`src/design/gtb_pkg.sv`:
```
// ----------------------------------------------------------------------------
// gtb_pkg
// Shared types and constants of the Goertzel tone bank: register map, reset
// values, widths of the shared multiply-accumulate unit and its control codes.
// ----------------------------------------------------------------------------
package gtb_pkg;

  // Configuration register map (word index, byte address 4*index).
  localparam int ADDR_W = 5;
  localparam logic [2:0] REG_BLOCK_LENGTH = 3'd0;
  localparam logic [2:0] REG_THRESHOLD    = 3'd1;
  localparam logic [2:0] REG_COEF_01      = 3'd2;
  localparam logic [2:0] REG_COEF_23      = 3'd3;
  localparam logic [2:0] REG_COEF_45      = 3'd4;
  localparam logic [2:0] REG_COEF_67      = 3'd5;

  // Reset values of the registers.
  localparam logic [15:0] BLOCK_LENGTH_RST = 16'd205;
  localparam logic [30:0] THRESHOLD_RST    = 31'd9000000;
  localparam logic [31:0] COEF_01_RST      = 32'd27460020;
  localparam logic [31:0] COEF_23_RST      = 32'd24904080;
  localparam logic [31:0] COEF_45_RST      = 32'd16908586;
  localparam logic [31:0] COEF_67_RST      = 32'd9371850;

  // Shared unit widths: signed operands, product and power accumulator.
  localparam int MUL_W  = 33;
  localparam int PROD_W = 2 * MUL_W;
  localparam int ACC_W  = 80;
  // Scaled feedback term (coef * s1) >> 8, wide enough for a 32-bit state.
  localparam int P_W    = 40;

  // Accumulator operations.
  localparam logic [2:0] ACC_HOLD     = 3'd0;
  localparam logic [2:0] ACC_LOAD     = 3'd1;
  localparam logic [2:0] ACC_ADD      = 3'd2;
  localparam logic [2:0] ACC_SUB      = 3'd3;
  localparam logic [2:0] ACC_SUB_SH16 = 3'd4;

  typedef struct packed {
    logic [15:0]      block_length;
    logic [30:0]      power_threshold;
    logic [3:0][31:0] coef;
  } gtb_cfg_t;

  typedef struct packed {
    logic       mul_en;
    logic [2:0] acc_op;
  } gtb_mac_ctrl_t;

endpackage

```
`src/design/gtb_mac_unit.sv`:
```
// ----------------------------------------------------------------------------
// gtb_mac_unit
// Shared signed multiplier with a registered product, followed by a wide
// accumulator that builds the bin power from successive products.
// ----------------------------------------------------------------------------
module gtb_mac_unit (
  input  logic                              clk,
  input  gtb_pkg::gtb_mac_ctrl_t            ctrl,
  input  logic signed [gtb_pkg::MUL_W-1:0]  op_a,
  input  logic signed [gtb_pkg::MUL_W-1:0]  op_b,
  output logic signed [gtb_pkg::PROD_W-1:0] prod,
  output logic signed [gtb_pkg::ACC_W-1:0]  acc
);
  import gtb_pkg::*;

  logic signed [ACC_W-1:0] prod_ext;

  assign prod_ext = ACC_W'(prod);

  // Multiplier stage: the product is registered before any use.
  always_ff @(posedge clk) begin
    if (ctrl.mul_en) begin
      prod <= op_a * op_b;
    end
  end

  // Accumulator stage.
  always_ff @(posedge clk) begin
    case (ctrl.acc_op)
      ACC_LOAD:     acc <= prod_ext;
      ACC_ADD:      acc <= acc + prod_ext;
      ACC_SUB:      acc <= acc - prod_ext;
      ACC_SUB_SH16: acc <= acc - (prod_ext <<< 16);
      default:      acc <= acc;
    endcase
  end

endmodule

```
`config.mk`:
```
export PLATFORM = sky130hd
export DESIGN_NAME = gtb_mac_unit
export DESIGN_NICKNAME = d
export VERILOG_FILES = /design/src/design/gtb_pkg.sv /design/src/design/gtb_mac_unit.sv
export SDC_FILE = /design/constraint.sdc
export NUM_CORES = 2
export LEC_CHECK = 0
export BUFFER_PORTS_ARGS = -buffer_cell sky130_fd_sc_hd__buf_2
export CAP_MARGIN = 40
export CORE_MARGIN = 2
export CORE_UTILIZATION = 30
export CTS_BUF_LIST = sky130_fd_sc_hd__clkbuf_4 sky130_fd_sc_hd__clkbuf_8
export DETAILED_ROUTE_END_ITERATION = 12
export HOLD_SLACK_MARGIN = 0.03
export SLEW_MARGIN = 40
export SYNTH_ARGS = -nofsm -noshare
export SYNTH_HDL_FRONTEND = slang
export SYNTH_SLANG_ARGS = --single-unit
```
`constraint.sdc`:
```
create_clock -name clk -period 8.7 [get_ports clk]
set_clock_uncertainty 0.15 [all_clocks]
set_input_delay 0 -clock clk [delete_from_list [all_inputs] [get_ports clk]]
set_output_delay 0 -clock clk [all_outputs]
set_load 0.01 [all_outputs]
```
======== Yosys cells after proc, flatten, opt, wreduce, memory -nomap -nowiden ========
Cells that the tools add are included.
word-level totals
  flip-flop bits (word level) ............. 146
  bits in latches ......................... 0
  memory bits (writable) .................. 0
  ROM bits ................................ 0
  input bits .............................. 71
  output and inout port bits .............. 146
  memories ................................ 0
operators by class
  add/subtract/negate cells ............... 3
  multiply operators ...................... 1
  divide/modulo/power cells ............... 0
  $lt $le $gt $ge ......................... 0
  eq/ne operators ......................... 4
  shifts and indexed selects .............. 0
  muxes and demuxes ....................... 1
  bitwise gates (word level) .............. 0
  reductions and logical operators ........ 1
operators by type and width
  cell                                            count
  one-hot mux 80 bit (4 select lines)             1
  adder 80 x 66 -> 80 bit                         1
  subtractor 80 x 66 -> 80 bit                    1
  subtractor 80 bit                               1
  multiplier 33 x 33 -> 66 bit                    1
  == test 3 x 2 -> 1 bit (second input constant)  2
  nonzero test 4 bit                              1
  == test 3 x 1 -> 1 bit (second input constant)  1
  == test 3 bit (second input constant)           1

======== Logic depth before layout (Yosys ltp) ========
  word-level depth ........................ 2
  mapped depth ............................ 30
  depth with buffers taken out ............ 28

======== Worst setup path after synthesis ========
OpenSTA, ideal clock, no wires.
  path type ............................... input -> register
  from .................................... in op_a[32] in the netlist's numbering
  to ...................................... reg prod[65] in the netlist's numbering, data pin
  setup time .............................. 0.264 ns
  arrival time ............................ 7.175 ns
  required time ........................... 8.286 ns
  path slack .............................. 1.110 ns
  stages on the path ...................... 25
  cells stage by stage .................... clkbuf_1 nand2_1 inv_1 fa_1 fa_1 fa_1 fa_1 fa_1 fa_1 fa_1 inv_1 fa_1 inv_1 ha_1 clkbuf_1 a21o_1 a21o_1 a21o_1 a21o_1 a21oi_1 nor2_1 a211oi_1 a21oi_1 o211ai_1 nand3_1
between the ends
  word-level cells in the longest chain between the ends .. 1
RTL lines
  what                          line                RTL
  start: declaration            gtb_mac_unit.sv:9   input logic signed [gtb_pkg::MUL_W-1:0] op_a,
  multiplier 33 x 33 -> 66 bit  gtb_mac_unit.sv:23  prod <= op_a * op_b;
  end signal: assignment        gtb_mac_unit.sv:23
  end: declaration              gtb_mac_unit.sv:11  output logic signed [gtb_pkg::PROD_W-1:0] prod,
Every way passes these cells.
A chain may end at the register's enable or synchronous reset.

======== Worst setup path in the final report ========
  from .................................... in op_b[0] in the netlist's numbering
  to ...................................... reg prod[57] in the netlist's numbering, data pin
between the ends
  word-level cells in the longest chain between the ends .. 1
RTL lines
  what                          line                RTL
  start: declaration            gtb_mac_unit.sv:10  input logic signed [gtb_pkg::MUL_W-1:0] op_b,
  multiplier 33 x 33 -> 66 bit  gtb_mac_unit.sv:23
Every way passes these cells.

==> results.txt <==
outcome: finished clean
dpl hpwl: 150000 um
final slew viol count: 0
CP required: 8.84 ns
DR pass1 iterations: 6
clock sinks: 146
worst skew pair latency: 0.55 ns
synthesized net count: 7682
first-pass GRT wire length: 270000 um
Slew HR: 40.97%
Top cell by count, worst path: fa_1
post-route non-filler standard cell count: 8516
pin count of the biggest net entering global routing: 81
post-synthesis sequential area ratio: 8.015%
peak fanout along the critical path: 24
area grow syn2layout: 7.599%
fraction of layout cells with a size suffix above 1: 6.433%
1st-iter DRT viols: 2693
post-synthesis cell area: 0.05470 mm^2
drt drc: 0
die height: 431.0 um
Clock Tree Buf Depth: 2
I/O Pins: 217
reg2reg start: prod[13]
Synth Instances: 6104
root buffer cell: clkbuf_8
Tot GR Track Use: 18.78%
initial antenna violation count: 16
crit path from: op_b[0]
Cell Area, Placed: 0.05834 mm^2
post-route cell area: 0.05885 mm^2
CP Launch Type: primary input
CTS buffer count: 17
vias in the first global route: 45630
Slowest-stage cell, CP: dlygate4sd3_1
Die W: 431.0 um
f_max: 119.5 MHz
Synth Flop Type: edfxtp_1
Placer Congestion: 0.9727
Setup TNS: 0 ns
Antenna Nets Post-Route: 0
Port Buffers: 216
DR vias/cell: 4.984
Final nets: 7705
maxcap violations: 0
final hold violations: 0
Crit path largest cell delay: 0.68 ns
Synth Register Bits: 146
routed wire length: 174300 um
Finish-stage setup viols: 0
worst min path class: in -> reg
post-synthesis async set-or-reset flop share: 0%
die area: 0.1858 mm^2
Starting Density: 30.23%
Clk pin slew, worst setup/hold paths: 0.11 ns
H-tree Lvls: 4
min Tclk post-route: 8.368 ns
Mean Syn Cell Area: 8.961 um^2
EDFF count, synth: 146
Netlist cell types: 82
Worst EP arrival: 8.51 ns
via count: 42450
Final Cycle Share: 96.19%
DR WL/cell: 20.46 um
CTS tree: built
endpoint type of the worst setup path: register
Worst Path Class, Setup: in -> reg
hold path start: op_b[1]
total gr overflow: 0
row cnt: 156
core area: 0.1809 mm^2
actual slew at the worst max-slew pin: 0.8801 ns
RSZ-0062 raised after global routing: no
Synth Warn #: 0
Placed Cells: 8472
area by class of cell:
| class | instances | area, um^2 |
|---|---|---|
| Clock buffer | 17 | 234.0 |
| Timing Repair Buffer | 318 | 1888 |
| Inverter | 1247 | 4681 |
| Fill cell | 18670 | 122100 |
| Sequential cell | 146 | 4384 |
| Antenna cell | 6 | 15.01 |
| Tap cell | 2370 | 2965 |
| Clock inverter | 15 | 173.9 |
| Multi-Input combinational cell | 4397 | 44510 |
synth_stat cells (all sizes together) (32+ instances only):
library cell | instances | area share (%)
a31oi | 45 | 0.53
and2 | 584 | 6.7
xor2 | 77 | 1.2
nand2b | 32 | 0.37
nand4 | 48 | 0.58
nor3 | 52 | 0.49
nor2 | 133 | 0.91
clkbuf | 302 | 2.1
nand2 | 661 | 4.5
ha | 360 | 8.2
fa | 1147 | 42
edfxtp | 146 | 8.0
a21o | 135 | 1.9
o21ai | 191 | 1.7
inv | 1247 | 8.6
o21bai | 38 | 0.52
xnor2 | 187 | 3.0
a22oi | 37 | 0.51
nand3 | 66 | 0.60
a21oi | 246 | 2.3
worst paths after layout:
kind / depth (start not counted) / slack [ns] / endpoint
setup / recovery: 28 / 0.33 / prod[57]
hold / removal: 3 / 0.15 / prod[1]
setup reg to reg: 20 / 1.07 / acc[79]
hold reg to reg: 2 / 0.53 / acc[16]
placed cells by master (no fill, tap or decap), types with 11 or more instances in the layout:
master and n:
inv_1 1247, fa_1 1147, nand2_1 660, and2_1 581
ha_1 360, a21oi_1 243, buf_2 215, xnor2_1 186
o21ai_0 183, edfxtp_1 146, a21o_1 135, nor2_1 131
buf_4 92, xor2_1 77, nand3_1 66, nor3_1 50
nand4_1 47, a31oi_1 44, o21bai_1 38, a22oi_1 37
nand2b_1 31, and3_1 31, o31ai_1 30, a211oi_1 29
o21a_1 24, o211ai_1 22, nor2b_1 19, o221ai_1 18
clkbuf_8 17, or3_1 15, mux2i_1 14, a221oi_1 13
a41oi_1 12, or4_1 11
flip-flops by register name, indices dropped and copies added (netlist names):
name / flops
prod: 66
acc: 80
what timing repair did:
action / CTS / global route
buffers inserted: 0 / 0
setup endpoints to repair: 0 / 11
resized for setup: 0 / 6
hold endpoints to repair: 42 / 0
hold buffers: 6 / 0
metrics by stage:
| step | util [%] | setup slack (ns) | hold WS, ns |
|---|---|---|---|
| floorplan | - | 1.110 | -0.03750 |
| global placement | 32.22 | 0.3717 | 0.3014 |
| detailed placement | 32.24 | 0.2457 | 0.3112 |
| CTS | 32.50 | 0.1565 | 0.07150 |
| global route | 32.53 | 0.01943 | 0.1356 |
| finish | 32.53 | 0.3316 | 0.1516 |
layer usage:
layer | part of all wire, % | track usage (%) | wire length (um) | vias to the layer above
li1 | - | - | - | 19060
met1 | 42 | 23.91 | 73010 | 21700
met2 | 48 | 32.18 | 84490 | 1365
met3 | 5.2 | 2.228 | 9125 | 303
met4 | 4.3 | 7.863 | 7548 | 14
met5 | 0.048 | 0 | 83 | -
critical path, delay by kind of cell:
family,cells,cell delay (ns)
compound gates,7,1.66
xor+xnor,1,0.16
fa+ha+maj,9,4.52
buf+inv,8,1.64
simple gates,3,0.52
kinds of logic (layout without fill, tap and decap cells):
| kind of cell | after synthesis | in the layout | synth area share (%) |
|---|---|---|---|
| other cells | 0 | 6 | 0 |
| mux | 15 | 15 | 0.2974 |
| buf+inv | 1561 | 1597 | 10.74 |
| fa+ha+maj | 1507 | 1507 | 50.22 |
| xor+xnor | 264 | 264 | 4.227 |
| flops | 146 | 146 | 8.015 |
| simple gates | 1699 | 1699 | 15.77 |
| compound gates | 912 | 912 | 10.74 |
Power is not shown: default switching activity piles up to over one toggle a cycle in this logic, so the estimate is an artifact.
