===== src/design/gtb_pkg.sv =====
// ----------------------------------------------------------------------------
// gtb_pkg
// Shared types and constants of the Goertzel tone bank: register map, reset
// values, widths of the shared multiply-accumulate unit and its control codes.
// ----------------------------------------------------------------------------
package gtb_pkg;

  // Configuration register map (word index, byte address 4*index).
  localparam int ADDR_W = 5;
  localparam logic [2:0] REG_BLOCK_LENGTH = 3'd0;
  localparam logic [2:0] REG_THRESHOLD    = 3'd1;
  localparam logic [2:0] REG_COEF_01      = 3'd2;
  localparam logic [2:0] REG_COEF_23      = 3'd3;
  localparam logic [2:0] REG_COEF_45      = 3'd4;
  localparam logic [2:0] REG_COEF_67      = 3'd5;

  // Reset values of the registers.
  localparam logic [15:0] BLOCK_LENGTH_RST = 16'd205;
  localparam logic [30:0] THRESHOLD_RST    = 31'd9000000;
  localparam logic [31:0] COEF_01_RST      = 32'd27460020;
  localparam logic [31:0] COEF_23_RST      = 32'd24904080;
  localparam logic [31:0] COEF_45_RST      = 32'd16908586;
  localparam logic [31:0] COEF_67_RST      = 32'd9371850;

  // Shared unit widths: signed operands, product and power accumulator.
  localparam int MUL_W  = 33;
  localparam int PROD_W = 2 * MUL_W;
  localparam int ACC_W  = 80;
  // Scaled feedback term (coef * s1) >> 8, wide enough for a 32-bit state.
  localparam int P_W    = 40;

  // Accumulator operations.
  localparam logic [2:0] ACC_HOLD     = 3'd0;
  localparam logic [2:0] ACC_LOAD     = 3'd1;
  localparam logic [2:0] ACC_ADD      = 3'd2;
  localparam logic [2:0] ACC_SUB      = 3'd3;
  localparam logic [2:0] ACC_SUB_SH16 = 3'd4;

  typedef struct packed {
    logic [15:0]      block_length;
    logic [30:0]      power_threshold;
    logic [3:0][31:0] coef;
  } gtb_cfg_t;

  typedef struct packed {
    logic       mul_en;
    logic [2:0] acc_op;
  } gtb_mac_ctrl_t;

endpackage


===== src/design/gtb_cfg_regs.sv =====
// ----------------------------------------------------------------------------
// gtb_cfg_regs
// APB-style configuration registers: block length, detection threshold and
// four words of packed Q8 coefficients. Always ready, zero-wait reads.
// ----------------------------------------------------------------------------
module gtb_cfg_regs (
  input  logic                        clk,
  input  logic                        rst,
  input  logic                        psel,
  input  logic                        penable,
  input  logic                        pwrite,
  input  logic [gtb_pkg::ADDR_W-1:0]  paddr,
  input  logic [31:0]                 pwdata,
  output logic [31:0]                 prdata,
  output logic                        pready,
  output gtb_pkg::gtb_cfg_t           cfg
);
  import gtb_pkg::*;

  logic [2:0] reg_index;
  logic       write_en;

  assign pready    = 1'b1;
  assign reg_index = paddr[4:2];
  assign write_en  = psel & penable & pwrite;

  // Register writes; an unknown index leaves everything unchanged.
  always_ff @(posedge clk) begin
    if (rst) begin
      cfg.block_length    <= BLOCK_LENGTH_RST;
      cfg.power_threshold <= THRESHOLD_RST;
      cfg.coef[0]         <= COEF_01_RST;
      cfg.coef[1]         <= COEF_23_RST;
      cfg.coef[2]         <= COEF_45_RST;
      cfg.coef[3]         <= COEF_67_RST;
    end else if (write_en) begin
      case (reg_index)
        REG_BLOCK_LENGTH: cfg.block_length    <= pwdata[15:0];
        REG_THRESHOLD:    cfg.power_threshold <= pwdata[30:0];
        REG_COEF_01:      cfg.coef[0]         <= pwdata;
        REG_COEF_23:      cfg.coef[1]         <= pwdata;
        REG_COEF_45:      cfg.coef[2]         <= pwdata;
        REG_COEF_67:      cfg.coef[3]         <= pwdata;
        default: begin
        end
      endcase
    end
  end

  // Read mux.
  always_comb begin
    case (reg_index)
      REG_BLOCK_LENGTH: prdata = 32'(cfg.block_length);
      REG_THRESHOLD:    prdata = 32'(cfg.power_threshold);
      REG_COEF_01:      prdata = cfg.coef[0];
      REG_COEF_23:      prdata = cfg.coef[1];
      REG_COEF_45:      prdata = cfg.coef[2];
      REG_COEF_67:      prdata = cfg.coef[3];
      default:          prdata = 32'd0;
    endcase
  end

endmodule


===== config.mk =====
export PLATFORM = sky130hd
export DESIGN_NAME = gtb_cfg_regs
export DESIGN_NICKNAME = d
export VERILOG_FILES = /design/src/design/gtb_pkg.sv /design/src/design/gtb_cfg_regs.sv
export SDC_FILE = /design/constraint.sdc
export NUM_CORES = 1
export LEC_CHECK = 0
export ABC_CLOCK_PERIOD_IN_PS = 1500
export BUFFER_PORTS_ARGS = -buffer_cell sky130_fd_sc_hd__buf_2
export CELL_PAD_IN_SITES_DETAIL_PLACEMENT = 1
export CELL_PAD_IN_SITES_GLOBAL_PLACEMENT = 1
export CORE_ASPECT_RATIO = 1.2
export CORE_MARGIN = 1.5
export CORE_UTILIZATION = 35
export DETAILED_ROUTE_END_ITERATION = 10
export PLACE_DENSITY_LB_ADDON = 0.1
export SLEW_MARGIN = 20
export SYNTH_ARGS = -nofsm -noshare
export SYNTH_HDL_FRONTEND = slang
export SYNTH_SLANG_ARGS = --single-unit

===== constraint.sdc =====
create_clock -name clk -period 1.5 [get_ports clk]
set_input_delay 0.3 -clock clk [delete_from_list [all_inputs] [get_ports clk]]
set_output_delay 0.3 -clock clk [all_outputs]
set_load 0.05 [all_outputs]

---- Word-level counts from Yosys, hierarchy flattened ----
Index checks and enable logic that the tools add are counted.
word-level totals
  output and inout bits ................... 208
  input port bits ......................... 42
  word-level logic and storage cells ...... 21
  bits in registers ....................... 175
cells by class
  multiplexer cells ....................... 1
  equality and inequality tests ........... 5
  reduce and logical (&&, ||, !) cells .... 7
  bitwise gates (word level) .............. 2
operators with widths
  kind                                           count
  case mux 32 bit (6 select lines)               1
  AND reduction 2 bit                            6
  == test 3 x 2 -> 1 bit, second input constant  2
  == test 3 bit, second input constant           2
  == test 3 x 1 -> 1 bit, second input constant  1
  logical NOT 3 bit                              1
  bitwise AND 1 bit                              2

---- Depth between registers and ports, before layout ----
  word-level depth ........................ 3
  mapped depth ............................ 7
  gate-level depth less buffers ........... 3

---- Worst setup path before layout ----
Ideal clock, no wire load.
  path kind ............................... input port to output port
  start point ............................. in paddr[4] (netlist name)
  end point ............................... out prdata[5]
  required time ........................... 1.200 ns
  stages .................................. 5
  arrival time ............................ 2.138 ns
  setup slack ............................. -0.938 ns
  cells stage by stage .................... buf_4 -> buf_2 -> clkbuf_1 -> a22oi_1 -> o21ai_0
on the way
  cells in the longest elaborated chain, start to end .. 2
  elaborated cells between the ends (all ways) .. 7
  classes of those cells .................. 5 x eq/ne; 1 x mux; 1 x reduce/logical
ends and longest elaborated chain
  item                                         RTL line            RTL
  from (decl)                                  gtb_cfg_regs.sv:12  input logic [gtb_pkg::ADDR_W-1:0] paddr,
  == test 3 bit, or another cell as far along  gtb_cfg_regs.sv:52  case (reg_index)
  case mux 32 bit (6 select lines) *           gtb_cfg_regs.sv:52
  to (decl)                                    gtb_cfg_regs.sv:14  output logic [31:0] prdata,
Every way passes the cells marked *; elsewhere a longest branch is shown, timed or not.

---- Final worst setup path ----
  start point ............................. reg cfg[34] (netlist name)
  end point ............................... out prdata[2]
on the way
  cells in the longest elaborated chain, start to end .. 1
ends and longest elaborated chain
  item                              RTL line            RTL
  from (decl)                       gtb_cfg_regs.sv:16  output gtb_pkg::gtb_cfg_t cfg
  case mux 32 bit (6 select lines)  gtb_cfg_regs.sv:52
Every way passes these cells.

==> flow_summary_export.csv <==
group,metric,value,unit
run_status,outcome,"complete, but fails checks",
run_status,violations,"setup timing",
global_route,grt_pass1_wl,49800,um
detailed_routing,drt_first_iter_violations,280,
cells_and_area,final_area,13300,um2
sta,min_period,1.83,ns
synth,synth.top_cell.area_share,42.4,%
detailed_routing,viasPerCell,5.16,
synth,synth_ff_type,"dfxtp_1",
synth,ys_top_cells_by_count,"175 x dfxtp_1, 164 x mux2i_1, 114 x nand2b_1",
hold_path,worstHoldPathCells,3,
clocking,clockBufferDepth,2,
synth,synth_edf_count,0,
detailed_routing,vias,7964,
sta,post-route-period-util,122,%
floorplan,io_pins,250,
pwr,vdd_drop_max,0.000786,V
sta,finalSetupViolations,32,
placement,hpwl,22400,um
floorplan,die_x,143,um
detailed_routing,drt_pass1_iterations,4,
synth,ys_seq_elements,175,
cells_and_area,top_regs,"cfg x175",
floorplan,die_height,171,um
floorplan,rows,61,
synth,synth_warnings,0,
clocking,cts_inserted_buffers,17,
synth,synth-simple-area-share,17.2,%
sta,hold_slack,0.128,ns
synth,yosysMostFrequentCell,"dfxtp_1",
clocking,htree_levels,4,
sta,drv_slew,0,
worst_setup_path,reg2reg_depth,3,
floorplan,dieArea,24500,um2
synth,ys_seq_area_share,42.4,%
cells_and_area,drive_above_1_share,54.2,%
synth,synthTopCellsByArea,"dfxtp_1 42%, mux2i_1 20%, nand2b_1 8.6%",
worst_setup_path,critPathCaptureType,"output port",
synth,syn_nets,917,
synth,ys_types,35,
global_route,grt_max_degree,82,
synth,synth_xor_area_share,0,%
global_route,grt_usage,27.0,%
detailed_routing,drc,0,
sta,fin_ws,-0.329,ns
global_route,first_global_vias,8489,
placement,portBuffers,246,
detailed_routing,drt_wl_total,33100,um
sta,rsz0062_at_grt,"true",
global_route,grt-ovfl-total,0,
sta,tns,-7.63,ns
sta,max_freq,0.547,GHz
worst_setup_path,cp.required,1.20,ns
cells_and_area,fill_cells,2594,
synth,postSynthAreaPerCell,9.44,um2
cells_and_area,top_register,"cfg",
pwr,power_density,832,nW/um2
detailed_routing,ant_nets,0,
synth,synth_top_family_by_area,"multiplexers",
worst_setup_path,cp.arrival,1.53,ns
hold_path,hp-class,"in2reg",
detailed_routing,wl_per_cell,21.5,um
job,maxCapViolCount,0,
clocking,hold_buffers,0,
synth,postSynthCellCount,875,
cells_and_area,regArea,3620,um2
synth,synth.cell_area,8260,um2
placement,pre_cts_ws,-0.387,ns
synth,synth_compound_area_share,11.2,%
synth,synthAdderAreaFrac,0,%
worst_setup_path,cp-start-kind,"flop",
synth,synth_mux_area_share,24.2,%
pwr,p_leak,5.98,nW
synth,async_reset_ff_share,0,%
cells_and_area,largest_reg_flops,175,
floorplan,core_area,23200,um2
clocking,cts_sinks,175,
global_route,antenna_found_initial,2,
clocking,cts_tree,"built",
floorplan,start_util,35.6,%
placement,placed_area,11400,um2
worst_setup_path,worst-setup-path-type,"reg2out",
sta,hold_viol,0,
placement,routabilityCongestion,0.782,
cells_and_area,utilization,57.2,%
clocking,path_clk_slew,0.08,ns
synth,synth_top_area_cell,"dfxtp_1",
clocking,insertion_delay,0.43,ns
cells_and_area,layout.nets,1255,
worst_setup_path,crit_fanout,2,
sta,clock_skew,0,ns
cells_and_area,multi_input_area,5490,um2
cells_and_area,areaGrowthSynthToFinish,60.7,%
clocking,ctsRootBufferMaster,"clkbuf_16",
-- per-layer routing --
layer	track usage, %	up-vias	wire length, um
met5	0	-	13
met4	7.50	2	604
li1	-	3764	-
met1	32.3	3940	13700
met2	48.7	222	17200
met3	5.37	36	1600
-- layout by cell type (no fill, tap or decap), types with 2 or more instances in the layout --
| cell type | n |
|---|---|
| a21oi_1 | 48 |
| a21oi_4 | 7 |
| a221oi_4 | 10 |
| a22oi_2 | 13 |
| a32oi_2 | 2 |
| and2_1 | 2 |
| buf_12 | 32 |
| buf_16 | 4 |
| buf_2 | 204 |
| buf_4 | 116 |
| buf_6 | 36 |
| buf_8 | 4 |
| clkbuf_16 | 18 |
| clkinv_4 | 2 |
| dfxtp_1 | 84 |
| dfxtp_2 | 91 |
| inv_6 | 6 |
| inv_8 | 4 |
| mux2_2 | 11 |
| mux2_4 | 19 |
| mux2i_1 | 145 |
| mux2i_2 | 10 |
| mux2i_4 | 9 |
| nand2_2 | 5 |
| nand2_4 | 16 |
| nand2b_1 | 111 |
| nand2b_4 | 2 |
| nand3_1 | 48 |
| nor2_1 | 70 |
| nor2_4 | 4 |
| nor2b_4 | 4 |
| o21a_1 | 3 |
| o21ai_0 | 46 |
| o21ai_4 | 5 |
| o221ai_4 | 15 |
| o22ai_4 | 2 |
| o31ai_1 | 2 |
-- worst paths after layout --
path | slack (ns) | endpoint | start
worst min register to register | 0.48 | cfg[139] | cfg[139]
worst min-delay path | 0.13 | cfg[62] | pwdata[30]
worst max-delay path | -0.33 | prdata[2] | cfg[34]
worst max register to register | 0.68 | cfg[5] | cfg[5]
-- power breakdown --
part           switching, mW  internal (mW)
combinational           1.06          0.746
sequential            0.0326           4.68
clock                   2.15           2.38
total                   3.25           7.81
-- per-stage QoR --
stage	total power [mW]	instances
global route	11.4	1541
detailed placement	6.34	1464
CTS	11.1	1536
global placement	6.33	1464
floorplan	5.85	875
finish	11.1	1542
-- kinds of logic (layout without fill, tap and decap cells) --
family | count (synthesis) | in the layout
and+or+nand+nor | 269 | 269
muxes | 195 | 195
DFF | 175 | 175
AOI/OAI and AO/OA | 154 | 154
buffers and inverters | 81 | 432
other | 1 | 2
-- final cells by class --
| type | instances | area share, % |
|---|---|---|
| multi-input combinational | 619 | 41.3 |
| sequential | 175 | 27.3 |
| timing repair buffer | 399 | 23.9 |
| clock buffer | 17 | 3.20 |
| tap | 315 | 2.97 |
| clock inverter | 15 | 1.24 |
| inverter | 1 | 0.0660 |
| antenna | 1 | 0.0189 |
-- critical path: stages (launching register included) --
cell and delay, ns:
dfxtp_2 0.32, mux4_2 0.47, nand2_2 0.10, o21ai_4 0.06, buf_6 0.15
-- timing repair --
item	CTS	global route
setup buffers	36	5
gates cloned	4	1
setup endpoints to repair	32	34
resized for setup	188	32
pin swaps	27	17
(Power assumes the default switching activity.)
